`src/rtl/core/qalu_pkg.sv`:
```
// ----------------------------------------------------------------------------
// qalu_pkg
// Shared types, widths and helpers for the quaternion ALU pipeline.
// ----------------------------------------------------------------------------
`default_nettype none

package qalu_pkg;

    localparam int Q_W       = 16;  // Q8.8 component
    localparam int ADD_W     = 17;
    localparam int PROD_W    = 32;  // Q16.16 product
    localparam int SUM_W     = 34;  // four products summed
    localparam int NORM_W    = 33;
    localparam int REM_W     = 41;  // |p|*256 + norm/2
    localparam int QUO_W     = 17;
    localparam int CMP_W     = 51;
    localparam int RND_W     = 27;  // rounded product before saturation
    localparam int DIV_STAGES = QUO_W + 1;

    localparam logic [1:0] OP_ADD = 2'd0;
    localparam logic [1:0] OP_SUB = 2'd1;
    localparam logic [1:0] OP_MUL = 2'd2;
    localparam logic [1:0] OP_DIV = 2'd3;

    typedef struct packed {
        logic [1:0]               op;
        logic [3:0][Q_W-1:0]      l;
        logic [3:0][Q_W-1:0]      r;
    } operand_t;

    typedef struct packed {
        logic [1:0]               op;
        logic [3:0][ADD_W-1:0]    addsub;
        logic [15:0][PROD_W-1:0]  prod;   // l[i]*r[j] at 4*i+j
        logic [3:0][PROD_W-1:0]   sq;
    } prod_t;

    typedef struct packed {
        logic [1:0]               op;
        logic [3:0][ADD_W-1:0]    addsub;
        logic [3:0][SUM_W-1:0]    pq;
        logic [NORM_W-1:0]        norm;
    } sum_t;

    typedef struct packed {
        logic                     is_div;
        logic                     dz;
        logic                     ovf;
        logic [3:0][Q_W-1:0]      res;
        logic [3:0]               neg;
        logic [3:0]               hi;
        logic [3:0][REM_W-1:0]    rem;
        logic [3:0][QUO_W-1:0]    quo;
        logic [NORM_W-1:0]        norm;
    } div_t;

    // returns {overflow, value}
    function automatic logic [Q_W:0] sat_q(input logic signed [RND_W-1:0] v);
        logic [Q_W:0] r;
        if (v > RND_W'(signed'(32767)))
            r = {1'b1, 16'h7FFF};
        else if (v < -RND_W'(signed'(32768)))
            r = {1'b1, 16'h8000};
        else
            r = {1'b0, v[Q_W-1:0]};
        return r;
    endfunction

endpackage

`default_nettype wire

```
`src/rtl/core/qalu_prep.sv`:
```
// ----------------------------------------------------------------------------
// qalu_prep
// Third stage: finish add/sub/mul results, set up the dividend for divide.
// ----------------------------------------------------------------------------
`default_nettype none

module qalu_prep
(
    input  wire logic            clk,
    input  wire logic            rst_n,
    input  wire logic            in_valid,
    output logic                 in_ready,
    input  wire qalu_pkg::sum_t  in_data,
    output logic                 out_valid,
    input  wire logic            out_ready,
    output qalu_pkg::div_t       out_data
);

    logic            v_reg;
    qalu_pkg::div_t  d_reg;
    qalu_pkg::div_t  d_next;

    assign in_ready  = !v_reg || out_ready;
    assign out_valid = v_reg;
    assign out_data  = d_reg;

    always_comb
    begin
        logic signed [qalu_pkg::SUM_W:0]   t;
        logic signed [qalu_pkg::RND_W-1:0] rv;
        logic [qalu_pkg::Q_W:0]            s;
        logic [qalu_pkg::SUM_W-1:0]        m;

        d_next        = '0;
        d_next.is_div = (in_data.op == qalu_pkg::OP_DIV);
        d_next.dz     = d_next.is_div && (in_data.norm == '0);
        d_next.norm   = in_data.norm;
        for (int i = 0; i < 4; i++)
        begin
            // round half up: (p + 128) >> 8
            t  = (qalu_pkg::SUM_W+1)'(signed'(in_data.pq[i])) + 35'sd128;
            if (in_data.op == qalu_pkg::OP_MUL)
                rv = qalu_pkg::RND_W'(t >>> 8);
            else
                rv = qalu_pkg::RND_W'(signed'(in_data.addsub[i]));
            s = qalu_pkg::sat_q(rv);
            d_next.res[i] = s[qalu_pkg::Q_W-1:0];
            if (!d_next.is_div && s[qalu_pkg::Q_W])
                d_next.ovf = 1'b1;

            d_next.neg[i] = in_data.pq[i][qalu_pkg::SUM_W-1];
            m = d_next.neg[i] ? (~in_data.pq[i] + 1'b1) : in_data.pq[i];
            d_next.rem[i] = {m[qalu_pkg::REM_W-9:0], 8'b0}
                          + qalu_pkg::REM_W'(in_data.norm >> 1);
        end
    end

    always_ff @(posedge clk or negedge rst_n)
    begin
        if (!rst_n)
            v_reg <= 1'b0;
        else if (in_ready)
            v_reg <= in_valid;
    end

    always_ff @(posedge clk)
    begin
        if (in_ready && in_valid)
            d_reg <= d_next;
    end

endmodule

`default_nettype wire

```
`config.mk`:
```
export PLATFORM = sky130hd
export DESIGN_NAME = qalu_prep
export DESIGN_NICKNAME = d
export VERILOG_FILES = /design/src/rtl/core/qalu_pkg.sv /design/src/rtl/core/qalu_prep.sv
export SDC_FILE = /design/constraint.sdc
export NUM_CORES = 1
export LEC_CHECK = 0
export ABC_AREA = 0
export BUFFER_PORTS_ARGS = -buffer_cell sky130_fd_sc_hd__buf_4
export CORE_MARGIN = 2
export CORE_UTILIZATION = 40
export CTS_CLUSTER_DIAMETER = 80
export DETAILED_ROUTE_END_ITERATION = 8
export SLEW_MARGIN = 10
export SYNTH_ARGS = -nofsm -noshare
export SYNTH_HDL_FRONTEND = slang
export SYNTH_SLANG_ARGS = --single-unit
```
`constraint.sdc`:
```
create_clock -name clk -period 7.8 [get_ports clk]
set_clock_uncertainty 0.1 [all_clocks]
set_input_delay 0.39 -clock clk [delete_from_list [all_inputs] [get_ports clk]]
set_output_delay 0.39 -clock clk [all_outputs]
set_load 0.005 [all_outputs]
```
---- Yosys cells after proc, flatten, opt, wreduce, memory -nomap -nowiden ----
Index checks and enable logic that the tools add are counted.
operators by class
  add/sub/neg operators ................... 12
  multiply operators ...................... 0
  div/mod/pow operators ................... 0
  $lt $le $gt $ge ......................... 8
  eq/ne operators ......................... 2
  shifts and indexed selects .............. 0
  mux-type cells .......................... 17
  bitwise gates (word level) .............. 4
  reductions and logical operators ........ 11
operators with widths
  kind                   count
  $add 41x32->41         4
  $add 34x9->35 const B  4
  $mux 17                8
  $add 33x1->33 const B  4
  $mux 33                4
  $not 33->33            4
  $gt 27x16->1 const B   4
  $lt 27x16->1 const B   4
  $mux 27                4
  $logic_not 33->1       1
  $logic_and 1x1->1      6
  $eq 2x2->1 const B     2
  $reduce_or 3->1        1
  $logic_not 1->1        2
  $logic_or 1x1->1       1
  $mux 1                 1
storage, ports and cells
  register bits after elaboration ......... 269
  bits in latches ......................... 0
  memory bits (writable) .................. 0
  memory bits (read-only) ................. 0
  input port bits ......................... 243
  logic and storage cells ................. 68
  memories ................................ 0

---- Longest topological paths before layout ----
  depth after elaboration ................. 7
  mapped depth ............................ 18
  gate-level depth less buffers ........... 17

---- Worst setup path after synthesis ----
OpenSTA, ideal clock, no wires.
  path type ............................... input to register
  start ................................... input out_ready
  end ..................................... register d_reg (netlist bit out_data[0]) (enable)
  setup time .............................. 627 ps
  arrival ................................. 5928 ps
  slack ................................... 1145 ps
  cell stages on the path ................. 2
  path buffers ............................ 0
  cell sequence ........................... nand2b_1 -> and2_1
between the ends
  longest elaborated chain between the ends .. 2
ends and longest elaborated chain
  element                 RTL line         text
  start: declaration      qalu_prep.sv:15  input wire logic out_ready,
  $logic_or 1x1->1        qalu_prep.sv:23  assign in_ready = !v_reg || out_ready;
  $logic_and 1x1->1       qalu_prep.sv:68  if (in_ready && in_valid)
  end signal: assignment  qalu_prep.sv:69  d_reg <= d_next;
  end: declaration        qalu_prep.sv:20  qalu_pkg::div_t d_reg;
No other way between the ends.
A chain may end at the register's enable or synchronous reset.

==> flow_summary.json <==
{
  "dp_slack_ps": 2440,
  "clock_latency_ps": 590,
  "synthCells": 2206,
  "wl_met1_um": 29800,
  "finalSetupViolCount": 0,
  "clock-root-buffer": "clkbuf_16",
  "post-route-min-period_ps": 4950,
  "cp_slowest_stage_delay_ps": 550,
  "yosysSeqAreaShare_pct": 35.4,
  "min_path_type": "in2reg",
  "final_nets": 2982,
  "area_growth_pct": 25.2,
  "hpwlAfterDp_um": 57600,
  "dp.cells": 3245,
  "die-width_um": 228,
  "p_leak_uw": 0.00998,
  "synth-xor-area-share_pct": 14.1,
  "initial_core_util_pct": 40.2,
  "drt_iter0_drc": 1410,
  "synth.mux.area_fraction_pct": 0.493,
  "drc": 0,
  "power.density_mw_per_mm2": 184,
  "cts_hold_buf": 21,
  "hold_viol_final": 0,
  "finalCritPeriodShare_pct": 63.5,
  "synth-compound-area-share_pct": 18.3,
  "finalSetupTns_ps": 0,
  "wl_per_cell_um": 22.5,
  "hold_path_depth": 2,
  "dr_wl_met2_um": 36200,
  "numClockSinks": 237,
  "cts_buffers": 31,
  "ys_types": 81,
  "cp.required_ps": 8040,
  "clock.fmax_mhz": 202,
  "max-vdd-ir-drop_mv": 0.161,
  "cts_max_level": 1,
  "clock_path_buffers": 3,
  "ys.flop_type": "edfxtp_1",
  "cts_resized": 0,
  "most-common-layout-cells": "buf_4, xnor2_1, edfxtp_1",
  "rsz0062_at_grt": "no",
  "layoutNonFillerInstCount": 3327,
  "rows": 82,
  "criticalPathCategory": "in2reg",
  "end_kind": "register",
  "synth_simple_gate_area_share_pct": 16.9,
  "cp_cell_sequence": "dlygate4sd3_1 -> buf_4 -> inv_1 -> ha_1 -> nor4b_1 -> nand2_1 -> or3_1 -> o31ai_1 -> xnor2_1 -> ha_1 -> a21o_1 -> a21o_1 -> a21o_1 -> o21a_1 -> nor4bb_1 -> o21ai_0 -> a31oi_1 -> nor4_1 -> xnor2_1",
  "first_pass_iters": 7,
  "drive_gt1_share_pct": 23.1,
  "wl_met3_um": 5610,
  "antenna_found_initial": 5,
  "grt_pass1_vias": 18200,
  "grt_max_degree": 131,
  "layout_commonest_cell": "buf_4",
  "cts_setup_buffers": 0,
  "path_common_cell": "a21o_1",
  "cp_max_fo": 6,
  "io_buffers": 512,
  "ff2ff_path_depth": 3,
  "vias": 18800,
  "path_clk_slew_ps": 60,
  "io_pins": 585,
  "slew_violations": 0,
  "power_uw": 4630,
  "die_h_um": 228,
  "synth_edf_count": 236,
  "grt_use_total_pct": 27.7,
  "place_congestion": 0.918,
  "grt_pass1_wl_um": 111000,
  "slowest_stage": "dlygate4sd3_1",
  "overflow": 0,
  "wl_um": 74900,
  "synthAdderAreaFrac_pct": 7.13,
  "holdWs_ps": 30.5,
  "cp-start-kind": "primary input",
  "maxSlewHeadroom_pct": 32.7,
  "cap_violations": 0,
  "synth_top_family_by_area": "compound AO/OA/AOI/OAI gates",
  "syn_avg_cell_area_sq_um": 9.10,
  "ys_ff_latch": 237,
  "ant_nets": 0,
  "synth-async-reset-ratio_pct": 0.422,
  "cts_tree": "yes",
  "status": "completed",
  "postLayoutSetupSlackWorst_ps": 2850,
  "reg2reg_setup_slack_ps": 5320,
  "yosys_warnings": 0,
  "cp.arrival_ps": 5190,
  "vias_per_cell": 5.66,
  "highest_layer": "met5",
  "syn-cell-area_sq_mm": 0.0201,
  "dieArea_sq_mm": 0.0520,
  "worst_pin_slew_ps": 1000,
  "fp.coreArea_sq_mm": 0.0499
}
[metrics by stage]
stage / cell area (sq um) / util [%]
4_1_cts: 25100 / 50.4
2_1_floorplan: 20300 / -
6_report: 25100 / 50.4
3_3_place_gp: 23800 / 47.8
5_1_grt: 25100 / 50.4
3_5_place_dp: 23800 / 47.8
[cells in the mapped netlist, types with 5 or more instances]
cell	instances	share of area, %
nor2_1	129	2.4
mux2i_1	5	0.25
or2_2	11	0.34
nor4_1	31	0.97
and4_1	11	0.48
edfxtp_1	236	35
buf_4	111	4.2
o21a_1	13	0.49
or3_1	23	0.72
nand2b_1	29	0.90
a211oi_1	14	0.52
nor2b_1	13	0.41
buf_1	5	0.094
ha_1	108	6.7
a221oi_1	5	0.22
o41ai_1	25	1.1
a31o_2	6	0.26
nand4_1	47	1.5
o21ai_0	155	3.9
and2_1	12	0.37
o31ai_1	42	1.6
clkbuf_1	99	1.9
o21bai_1	21	0.79
xnor2_1	241	11
a21oi_1	157	3.9
inv_1	66	1.2
a211o_1	5	0.22
nor4b_1	8	0.35
and3_1	30	0.94
a31oi_1	21	0.65
nand3_1	70	1.7
nand2_1	166	3.1
nor3_1	39	0.97
a21o_1	57	2.1
xor2_1	82	3.6
a41oi_1	5	0.22
or4_1	18	0.67
[cell families (layout without fill, tap and decap cells)]
group	after synthesis	after routing
and+or+nand+nor	658	658
AOI/OAI and AO/OA	576	576
xor gates and xnor gates	323	323
buffers and inverters	290	663
DFF	237	237
adders and majority gates	112	112
muxes	9	9
other	1	77
[sequential cells by signal (all words and copies together), names as in the netlist]
name and count:
out_valid 1, out_data 236
[report_power, final]
part / leakage (uW) / total [uW] / switching [uW] / internal, uW
Combinational: 0.00720 / 1470 / 817 / 650
Clock: 0.000533 / 1520 / 584 / 933
Sequential: 0.00225 / 1650 / 44.5 / 1600
Total: 0.00998 / 4630 / 1450 / 3190
[worst max-delay path: cells and delay by family]
kind	cells	cell delay, ps
XOR/XNOR	2	310
adder cells (fa/ha/maj)	2	580
buffers and inverters	3	750
AO/OA/AOI/OAI	7	1650
AND/OR/NAND/NOR	5	1500
[final cells by class]
cell class                 instances  area, sq um
fill                            4719        24700
timing repair buffer             541         4130
inverter                          66          248
antenna                            5         12.5
sequential                       237         7110
clock buffer                      39          846
multi-input combinational       1750        11700
tap                              672          841
clock inverter                    17          234
[per-layer routing]
metal	vias up	GRT usage, %
li1	8789	-
met1	9004	34.0
met2	889	47.8
met3	140	5.23
met4	2	11.1
met5	-	0
[path summary, 6_finish.rpt]
check	from	end
setup / recovery	in_data[67]	out_data[179]
hold / removal	in_data[101]	out_data[191]
setup reg to reg	out_valid	out_data[264]
hold reg to reg	out_valid	out_valid
max in group asynchronous	rst_n	out_valid
min in group asynchronous	rst_n	out_valid
Power figures use the tool's default switching activity.
