## src/rtl/core/qalu_pkg.sv

```systemverilog
// ----------------------------------------------------------------------------
// qalu_pkg
// Shared types, widths and helpers for the quaternion ALU pipeline.
// ----------------------------------------------------------------------------
`default_nettype none

package qalu_pkg;

    localparam int Q_W       = 16;  // Q8.8 component
    localparam int ADD_W     = 17;
    localparam int PROD_W    = 32;  // Q16.16 product
    localparam int SUM_W     = 34;  // four products summed
    localparam int NORM_W    = 33;
    localparam int REM_W     = 41;  // |p|*256 + norm/2
    localparam int QUO_W     = 17;
    localparam int CMP_W     = 51;
    localparam int RND_W     = 27;  // rounded product before saturation
    localparam int DIV_STAGES = QUO_W + 1;

    localparam logic [1:0] OP_ADD = 2'd0;
    localparam logic [1:0] OP_SUB = 2'd1;
    localparam logic [1:0] OP_MUL = 2'd2;
    localparam logic [1:0] OP_DIV = 2'd3;

    typedef struct packed {
        logic [1:0]               op;
        logic [3:0][Q_W-1:0]      l;
        logic [3:0][Q_W-1:0]      r;
    } operand_t;

    typedef struct packed {
        logic [1:0]               op;
        logic [3:0][ADD_W-1:0]    addsub;
        logic [15:0][PROD_W-1:0]  prod;   // l[i]*r[j] at 4*i+j
        logic [3:0][PROD_W-1:0]   sq;
    } prod_t;

    typedef struct packed {
        logic [1:0]               op;
        logic [3:0][ADD_W-1:0]    addsub;
        logic [3:0][SUM_W-1:0]    pq;
        logic [NORM_W-1:0]        norm;
    } sum_t;

    typedef struct packed {
        logic                     is_div;
        logic                     dz;
        logic                     ovf;
        logic [3:0][Q_W-1:0]      res;
        logic [3:0]               neg;
        logic [3:0]               hi;
        logic [3:0][REM_W-1:0]    rem;
        logic [3:0][QUO_W-1:0]    quo;
        logic [NORM_W-1:0]        norm;
    } div_t;

    // returns {overflow, value}
    function automatic logic [Q_W:0] sat_q(input logic signed [RND_W-1:0] v);
        logic [Q_W:0] r;
        if (v > RND_W'(signed'(32767)))
            r = {1'b1, 16'h7FFF};
        else if (v < -RND_W'(signed'(32768)))
            r = {1'b1, 16'h8000};
        else
            r = {1'b0, v[Q_W-1:0]};
        return r;
    endfunction

endpackage

`default_nettype wire

```

## src/rtl/core/qalu_sum.sv

```systemverilog
// ----------------------------------------------------------------------------
// qalu_sum
// Second stage: signed sums of products (Hamilton or conjugate form), norm.
// ----------------------------------------------------------------------------
`default_nettype none

module qalu_sum
(
    input  wire logic             clk,
    input  wire logic             rst_n,
    input  wire logic             in_valid,
    output logic                  in_ready,
    input  wire qalu_pkg::prod_t  in_data,
    output logic                  out_valid,
    input  wire logic             out_ready,
    output qalu_pkg::sum_t        out_data
);

    logic            v_reg;
    qalu_pkg::sum_t  d_reg;
    qalu_pkg::sum_t  d_next;
    logic signed [qalu_pkg::SUM_W-1:0] p [16];

    assign in_ready  = !v_reg || out_ready;
    assign out_valid = v_reg;
    assign out_data  = d_reg;

    always_comb
    begin
        for (int n = 0; n < 16; n++)
            p[n] = qalu_pkg::SUM_W'(signed'(in_data.prod[n]));
    end

    always_comb
    begin
        d_next.op     = in_data.op;
        d_next.addsub = in_data.addsub;
        d_next.norm   = qalu_pkg::NORM_W'(in_data.sq[0]) + qalu_pkg::NORM_W'(in_data.sq[1])
                      + qalu_pkg::NORM_W'(in_data.sq[2]) + qalu_pkg::NORM_W'(in_data.sq[3]);
        if (in_data.op == qalu_pkg::OP_DIV)
        begin
            // left times conjugate of right
            d_next.pq[0] =  p[0]  + p[5]  + p[10] + p[15];
            d_next.pq[1] = -p[1]  + p[4]  - p[11] + p[14];
            d_next.pq[2] = -p[2]  + p[7]  + p[8]  - p[13];
            d_next.pq[3] = -p[3]  - p[6]  + p[9]  + p[12];
        end
        else
        begin
            d_next.pq[0] =  p[0]  - p[5]  - p[10] - p[15];
            d_next.pq[1] =  p[1]  + p[4]  + p[11] - p[14];
            d_next.pq[2] =  p[2]  - p[7]  + p[8]  + p[13];
            d_next.pq[3] =  p[3]  + p[6]  - p[9]  + p[12];
        end
    end

    always_ff @(posedge clk or negedge rst_n)
    begin
        if (!rst_n)
            v_reg <= 1'b0;
        else if (in_ready)
            v_reg <= in_valid;
    end

    always_ff @(posedge clk)
    begin
        if (in_ready && in_valid)
            d_reg <= d_next;
    end

endmodule

`default_nettype wire

```

## config.mk

```make
export PLATFORM = sky130hd
export DESIGN_NAME = qalu_sum
export DESIGN_NICKNAME = d
export VERILOG_FILES = /design/src/rtl/core/qalu_pkg.sv /design/src/rtl/core/qalu_sum.sv
export SDC_FILE = /design/constraint.sdc
export NUM_CORES = 2
export LEC_CHECK = 0
export ABC_AREA = 1
export BUFFER_PORTS_ARGS = -buffer_cell sky130_fd_sc_hd__buf_2
export CAP_MARGIN = 40
export CORE_AREA = 2 2 374 376
export CTS_BUF_LIST = sky130_fd_sc_hd__clkbuf_8
export DETAILED_ROUTE_END_ITERATION = 7
export DIE_AREA = 0 0 376 378
export GPL_TIMING_DRIVEN = 0
export PLACE_DENSITY = 0.5
export SETUP_SLACK_MARGIN = 0.05
export SLEW_MARGIN = 10
export SYNTH_ARGS = -nofsm -noshare
export SYNTH_HDL_FRONTEND = slang
export SYNTH_SLANG_ARGS = --single-unit
```

## constraint.sdc

```tcl
create_clock -name clk -period 17.4 [get_ports clk]
set_input_delay 4.35 -clock clk [delete_from_list [all_inputs] [get_ports clk]]
set_output_delay 4.35 -clock clk [all_outputs]
set_load 0.005 [all_outputs]
```

### After elaboration in Yosys (flattened, before gate mapping)

Index checks and enable logic that the tools add are counted.

| cells by class | value |
|---|---|
| add/sub/neg operators | 30 |
| $mul | 0 |
| div/mod/pow operators | 0 |
| magnitude comparators | 0 |
| equal/unequal tests | 1 |
| shift-type cells | 0 |
| muxes and demuxes | 1 |
| bitwise gates (word level) | 0 |
| reduce and logical (&&, ||, !) cells | 3 |

Operator list:

| operator | number |
|---|---|
| adder 34 x 32 -> 34 bit | 9 |
| subtractor 34 x 32 -> 34 bit | 5 |
| 2-to-1 mux 136 bit | 1 |
| adder 32 x 32 -> 33 bit | 4 |
| adder 33 x 32 -> 34 bit | 3 |
| negation 32 -> 34 bit | 3 |
| subtractor 33 x 32 -> 34 bit | 2 |
| adder 33 x 32 -> 33 bit | 2 |
| subtractor 32 x 32 -> 33 bit | 2 |
| == test 2 bit, second input constant | 1 |
| logical AND 1 bit | 1 |
| logical NOT 1 bit | 1 |
| logical OR 1 bit | 1 |

| storage, ports and cells | value |
|---|---|
| flip-flop bits (word level) | 240 |
| bits in latches | 0 |
| RAM bits | 0 |
| memory bits (read-only) | 0 |
| output and inout bits | 241 |
| memories kept | 0 |

### Logic depth before layout (Yosys ltp)

| depth | value |
|---|---|
| word-level depth | 5 |
| depth in mapped cells | 20 |

### Worst setup path before layout

Ideal clock, no wire load.

| timing | value |
|---|---|
| path kind | input-to-reg |
| start point | input port in_valid |
| end point | register d_reg (netlist bit out_data[0]) (enable) |
| setup time | 918 ps |
| arrival | 15856 ps |
| setup slack | 627 ps |
| cell stages on the path | 2 |
| path through | inv_1 > a21oi_1 |

| on the way | value |
|---|---|
| longest elaborated chain between the ends | 1 |

RTL lines:

| element | RTL line | source |
|---|---|---|
| start: declaration | qalu_sum.sv:11 | `input wire logic in_valid,` |
| logical AND 1 bit | qalu_sum.sv:67 | `if (in_ready && in_valid)` |
| end signal: assignment | qalu_sum.sv:68 | `d_reg <= d_next;` |
| end: declaration | qalu_sum.sv:20 | `qalu_pkg::sum_t d_reg;` |

Every way passes these cells.
A chain may end at the register's enable or synchronous reset.

### Worst setup path after layout

| timing | value |
|---|---|
| start point | input port out_ready |
| end point | output port in_ready |

| on the way | value |
|---|---|
| longest elaborated chain between the ends | 1 |

RTL lines:

| element | RTL line | source |
|---|---|---|
| start: declaration | qalu_sum.sv:15 | `input wire logic out_ready,` |
| logical OR 1 bit | qalu_sum.sv:24 | `assign in_ready = !v_reg \|\| out_ready;` |
| end: declaration | qalu_sum.sv:12 | `output logic in_ready,` |

Every way passes these cells.

==> impl_metrics.env <==
export IMPL_avgSynthCellArea_um2=6.98
export IMPL_area_growth_syn_to_layout_pct=19.6
export IMPL_ys_dominant_reg_cell="sky130_fd_sc_hd__edfxtp_1"
export IMPL_design_die_area_um2=142000
export IMPL_rsz0062_at_grt="no"
export IMPL_busiest_layer="met2"
export IMPL_cpMaxStageDelayCell="sky130_fd_sc_hd__buf_2"
export IMPL_vdd_ir_drop_worst_mv=0.0503
export IMPL_synth_warnings=0
export IMPL_synth_edff_count=239
export IMPL_hold_path_end="out_valid$_DFFE_PN0N_"
export IMPL_htree_levels=2
export IMPL_clock_power_share=0.126
export IMPL_critical_path_reg2reg_endpoint="out_data[132]$_DFFE_PP_"
export IMPL_critical_path_cell_chain="buf_2 -> inv_1 -> nand2_1 -> buf_2"
export IMPL_total_power_w=0.00585
export IMPL_num_vias=43400
export IMPL_floorplan_io_pins=955
export IMPL_syn_inst=6308
export IMPL_core_area_um2=139000
export IMPL_synth_async_reset_ratio=0.00417
export IMPL_detail_route_iter0_violations=2916
export IMPL_groute_layer_met2_usage=0.429
export IMPL_timing_final_max_slew_violations=0
export IMPL_worstMarginPinSlew_ns=0.823
export IMPL_seq_power_share=0.153
export IMPL_hp_start="out_valid$_DFFE_PN0N_"
export IMPL_cts_repair_resized=0
export IMPL_slack_of_the_worst_reg_to_reg_path_ns=14.91
export IMPL_critical_path_max_fanout=2
export IMPL_routabilityCongestion=0.950
export IMPL_ys_seq_area_frac=0.164
export IMPL_synthTopCellsByCount="sky130_fd_sc_hd__inv_1, sky130_fd_sc_hd__nand2_1, sky130_fd_sc_hd__fa_1"
export IMPL_grt_first_pass_wirelength_um=277000
export IMPL_io_buffers=954
export IMPL_area_of_the_mapped_netlist_um2=44000
export IMPL_clock_root_buffer="sky130_fd_sc_hd__clkbuf_8"
export IMPL_hold_worst_slack_ns=0.608
export IMPL_fmaxAchievable_mhz=108
export IMPL_combinational_cell_fraction_of_total_power=0.721
export IMPL_design_final_nets=8907
export IMPL_fp_dieH_um=378
export IMPL_worstSkewPairLatency_ns=0.76
export IMPL_finalWirelength_um=193000
export IMPL_worstHoldPathCells=2
export IMPL_post_synth_top_count_cell="sky130_fd_sc_hd__inv_1"
export IMPL_finClkSkew_ns=0.0255
export IMPL_first_global_vias=43200
export IMPL_clock_sink_count=240
export IMPL_worst_path_largest_cell_delay_ns=0.16
export IMPL_finalWorstPathRequiredPeriod_ns=9.22
export IMPL_report_final_hold_viol_count=0
export IMPL_arrival_time_of_data_at_the_critical_path_endpoint_ns=4.87
export IMPL_starting_density_of_the_core=0.318
export IMPL_post_route_period_util=0.530
export IMPL_crit_path_frequent_cell="sky130_fd_sc_hd__buf_2"
export IMPL_placementRows=137
export IMPL_max_slew_margin_rel=0.450
export IMPL_register_clock_pin_slew_on_the_reported_worst_setup_and_hold_paths_ns=0.06
export IMPL_ant_nets=0
export IMPL_drt_vias_per_instance=4.72
export IMPL_leakagePower_nw=30.0
export IMPL_cts_buffers=56
export IMPL_report_final_setup_viol=0
export IMPL_hold_path_class="flip-flop to flip-flop"
export IMPL_drt_pass1_iterations=8
export IMPL_setup_worst_path_class="input port to primary output"
export IMPL_clockBufferDepth=3
export IMPL_synth_seq_cells=240
export IMPL_p_sw_frac=0.553
export IMPL_power_density_nw_per_um2=111
export IMPL_cp_required_ns=13.05
export IMPL_worst_setup_path_end_kind="primary output"
export IMPL_synth_top_area_frac=0.252
export IMPL_tritoncts="done"
export IMPL_die_width_um=376
export IMPL_drive_above_1_share=0.155
export IMPL_post_cts_buffers=0
export IMPL_synth_top_area_cell="sky130_fd_sc_hd__fa_1"
export IMPL_number_of_nets_produced_by_synthesis=7876
export IMPL_cts_hold_repair_buffers=0
export IMPL_cell_internal_pwr_w=0.00262
export IMPL_post_dp_hpwl_um=172000
export IMPL_ys_types=42
export IMPL_grt_overflow_total=0
export IMPL_grt_max_degree=24
export IMPL_drv_cap=0
export IMPL_routed_wirelength_normalized_by_instance_count_um=20.9
export IMPL_globalRouteMet1Util=0.369
export IMPL_worstSetupStartpointType="input port"
export IMPL_crit_reg2reg_launch="out_valid$_DFFE_PN0N_"
export IMPL_run_status="finished, final reports clean"
export IMPL_ff2ff_path_depth=6
export IMPL_synthTopCellsByArea="sky130_fd_sc_hd__fa_1, sky130_fd_sc_hd__edfxtp_1, sky130_fd_sc_hd__inv_1, sky130_fd_sc_hd__nand2_1, sky130_fd_sc_hd__ha_1"
export IMPL_drc=0
export IMPL_grt_usage=0.265
export IMPL_power_switching_w=0.00323
export IMPL_grt_antenna_before_repair=42
export IMPL_gr_usage_met3=0.0421
[metal layers]
layer / vias up / wire [µm]
met5: - / 92
met1: 20800 / 86900
met3: 193 / 13000
met2: 1338 / 88200
li1: 21100 / -
met4: 14 / 4570
[cells in the final DEF (no fill, tap or decap), types with 8 or more instances in the layout]
master and count:
sky130_fd_sc_hd__a21o_1 12, sky130_fd_sc_hd__a21oi_1 368, sky130_fd_sc_hd__buf_2 966, sky130_fd_sc_hd__clkbuf_1 8, sky130_fd_sc_hd__clkbuf_8 56, sky130_fd_sc_hd__clkinv_1 12
sky130_fd_sc_hd__clkinv_2 12, sky130_fd_sc_hd__diode_2 17, sky130_fd_sc_hd__edfxtp_1 239, sky130_fd_sc_hd__fa_1 554, sky130_fd_sc_hd__ha_1 300, sky130_fd_sc_hd__inv_1 1907
sky130_fd_sc_hd__nand2_1 1527, sky130_fd_sc_hd__nand2_2 39, sky130_fd_sc_hd__nand3_1 321, sky130_fd_sc_hd__nand3b_1 19, sky130_fd_sc_hd__nand4_1 55, sky130_fd_sc_hd__nor2_1 421
sky130_fd_sc_hd__nor3_1 80, sky130_fd_sc_hd__o21ai_0 271, sky130_fd_sc_hd__o21ai_1 8, sky130_fd_sc_hd__o21bai_1 47, sky130_fd_sc_hd__xnor2_1 18, sky130_fd_sc_hd__xor2_1 45
[how the worst max path moves through the flow]
stage / end / from / slack, ns / cells after the start
after CTS: in_ready / out_ready / 8.20 / 4
final: in_ready / out_ready / 8.18 / 4
after detailed placement: in_ready / out_ready / 8.20 / 4
after global routing: in_ready / out_ready / 8.17 / 4
after floorplan: out_data[0]$_DFFE_PP_ / in_valid / 0.63 / 2
after global placement: out_data[134]$_DFFE_PP_ / out_ready / -8.24 / 3
[power by group through the flow]
stage / Sequential (W) / Clock (W) / Combinational (W)
finish: 0.000894 / 0.000739 / 0.00422
global placement: 0.000931 / 0 / 0.00417
detailed placement: 0.000903 / 0 / 0.00418
global route: 0.000902 / 0.000793 / 0.00473
floorplan: 0.000905 / 0 / 0.00266
CTS: 0.000894 / 0.000777 / 0.00421
[per-stage QoR]
step           setup TNS [ns]  setup slack, ns  std cells  area [µm²]   util
6_report                    0             8.18       9207       52700  0.380
5_1_grt                     0             8.17       9198       52600  0.380
4_1_cts                     0             8.20       9190       52600  0.380
3_5_place_dp                0             8.20       9088       51500  0.372
3_3_place_gp         -1950.96            -8.24       9069       51100  0.369
2_1_floorplan               0            0.627       6308       44000      -
[cell families after synthesis]
family                   count (synthesis)  share of synthesized area
buffers and inverters                 1925                      0.165
AND/OR/NAND/NOR                       2493                      0.233
multiplexers                             2                   0.000511
AO/OA/AOI/OAI                          731                     0.0880
adder cells (fa/ha/maj)                854                      0.337
XOR/XNOR                                63                     0.0125
flip-flops                             240                      0.164
[registers in the layout (all words and copies together), names as in the netlist]
| register | cells |
|---|---|
| out_valid | 1 |
| out_data | 239 |
[final cells by class]
type                    count  area [µm²]
diodes                     17        42.5
plain buffers              28         145
clock buffers              56         771
clock inverters            46         382
fillers                 15200       85800
inverters                1897        7120
multi-input cells        4143       29600
flip-flops and latches    240        7200
well taps                1807        2260
repair buffers            973        5160
[worst max-delay path, delay by kind of cell]
family | cells | cell delay, ns
buf+inv | 3 | 0.43
simple gates | 1 | 0.08
Note: power is estimated with default switching activity, not from simulation.
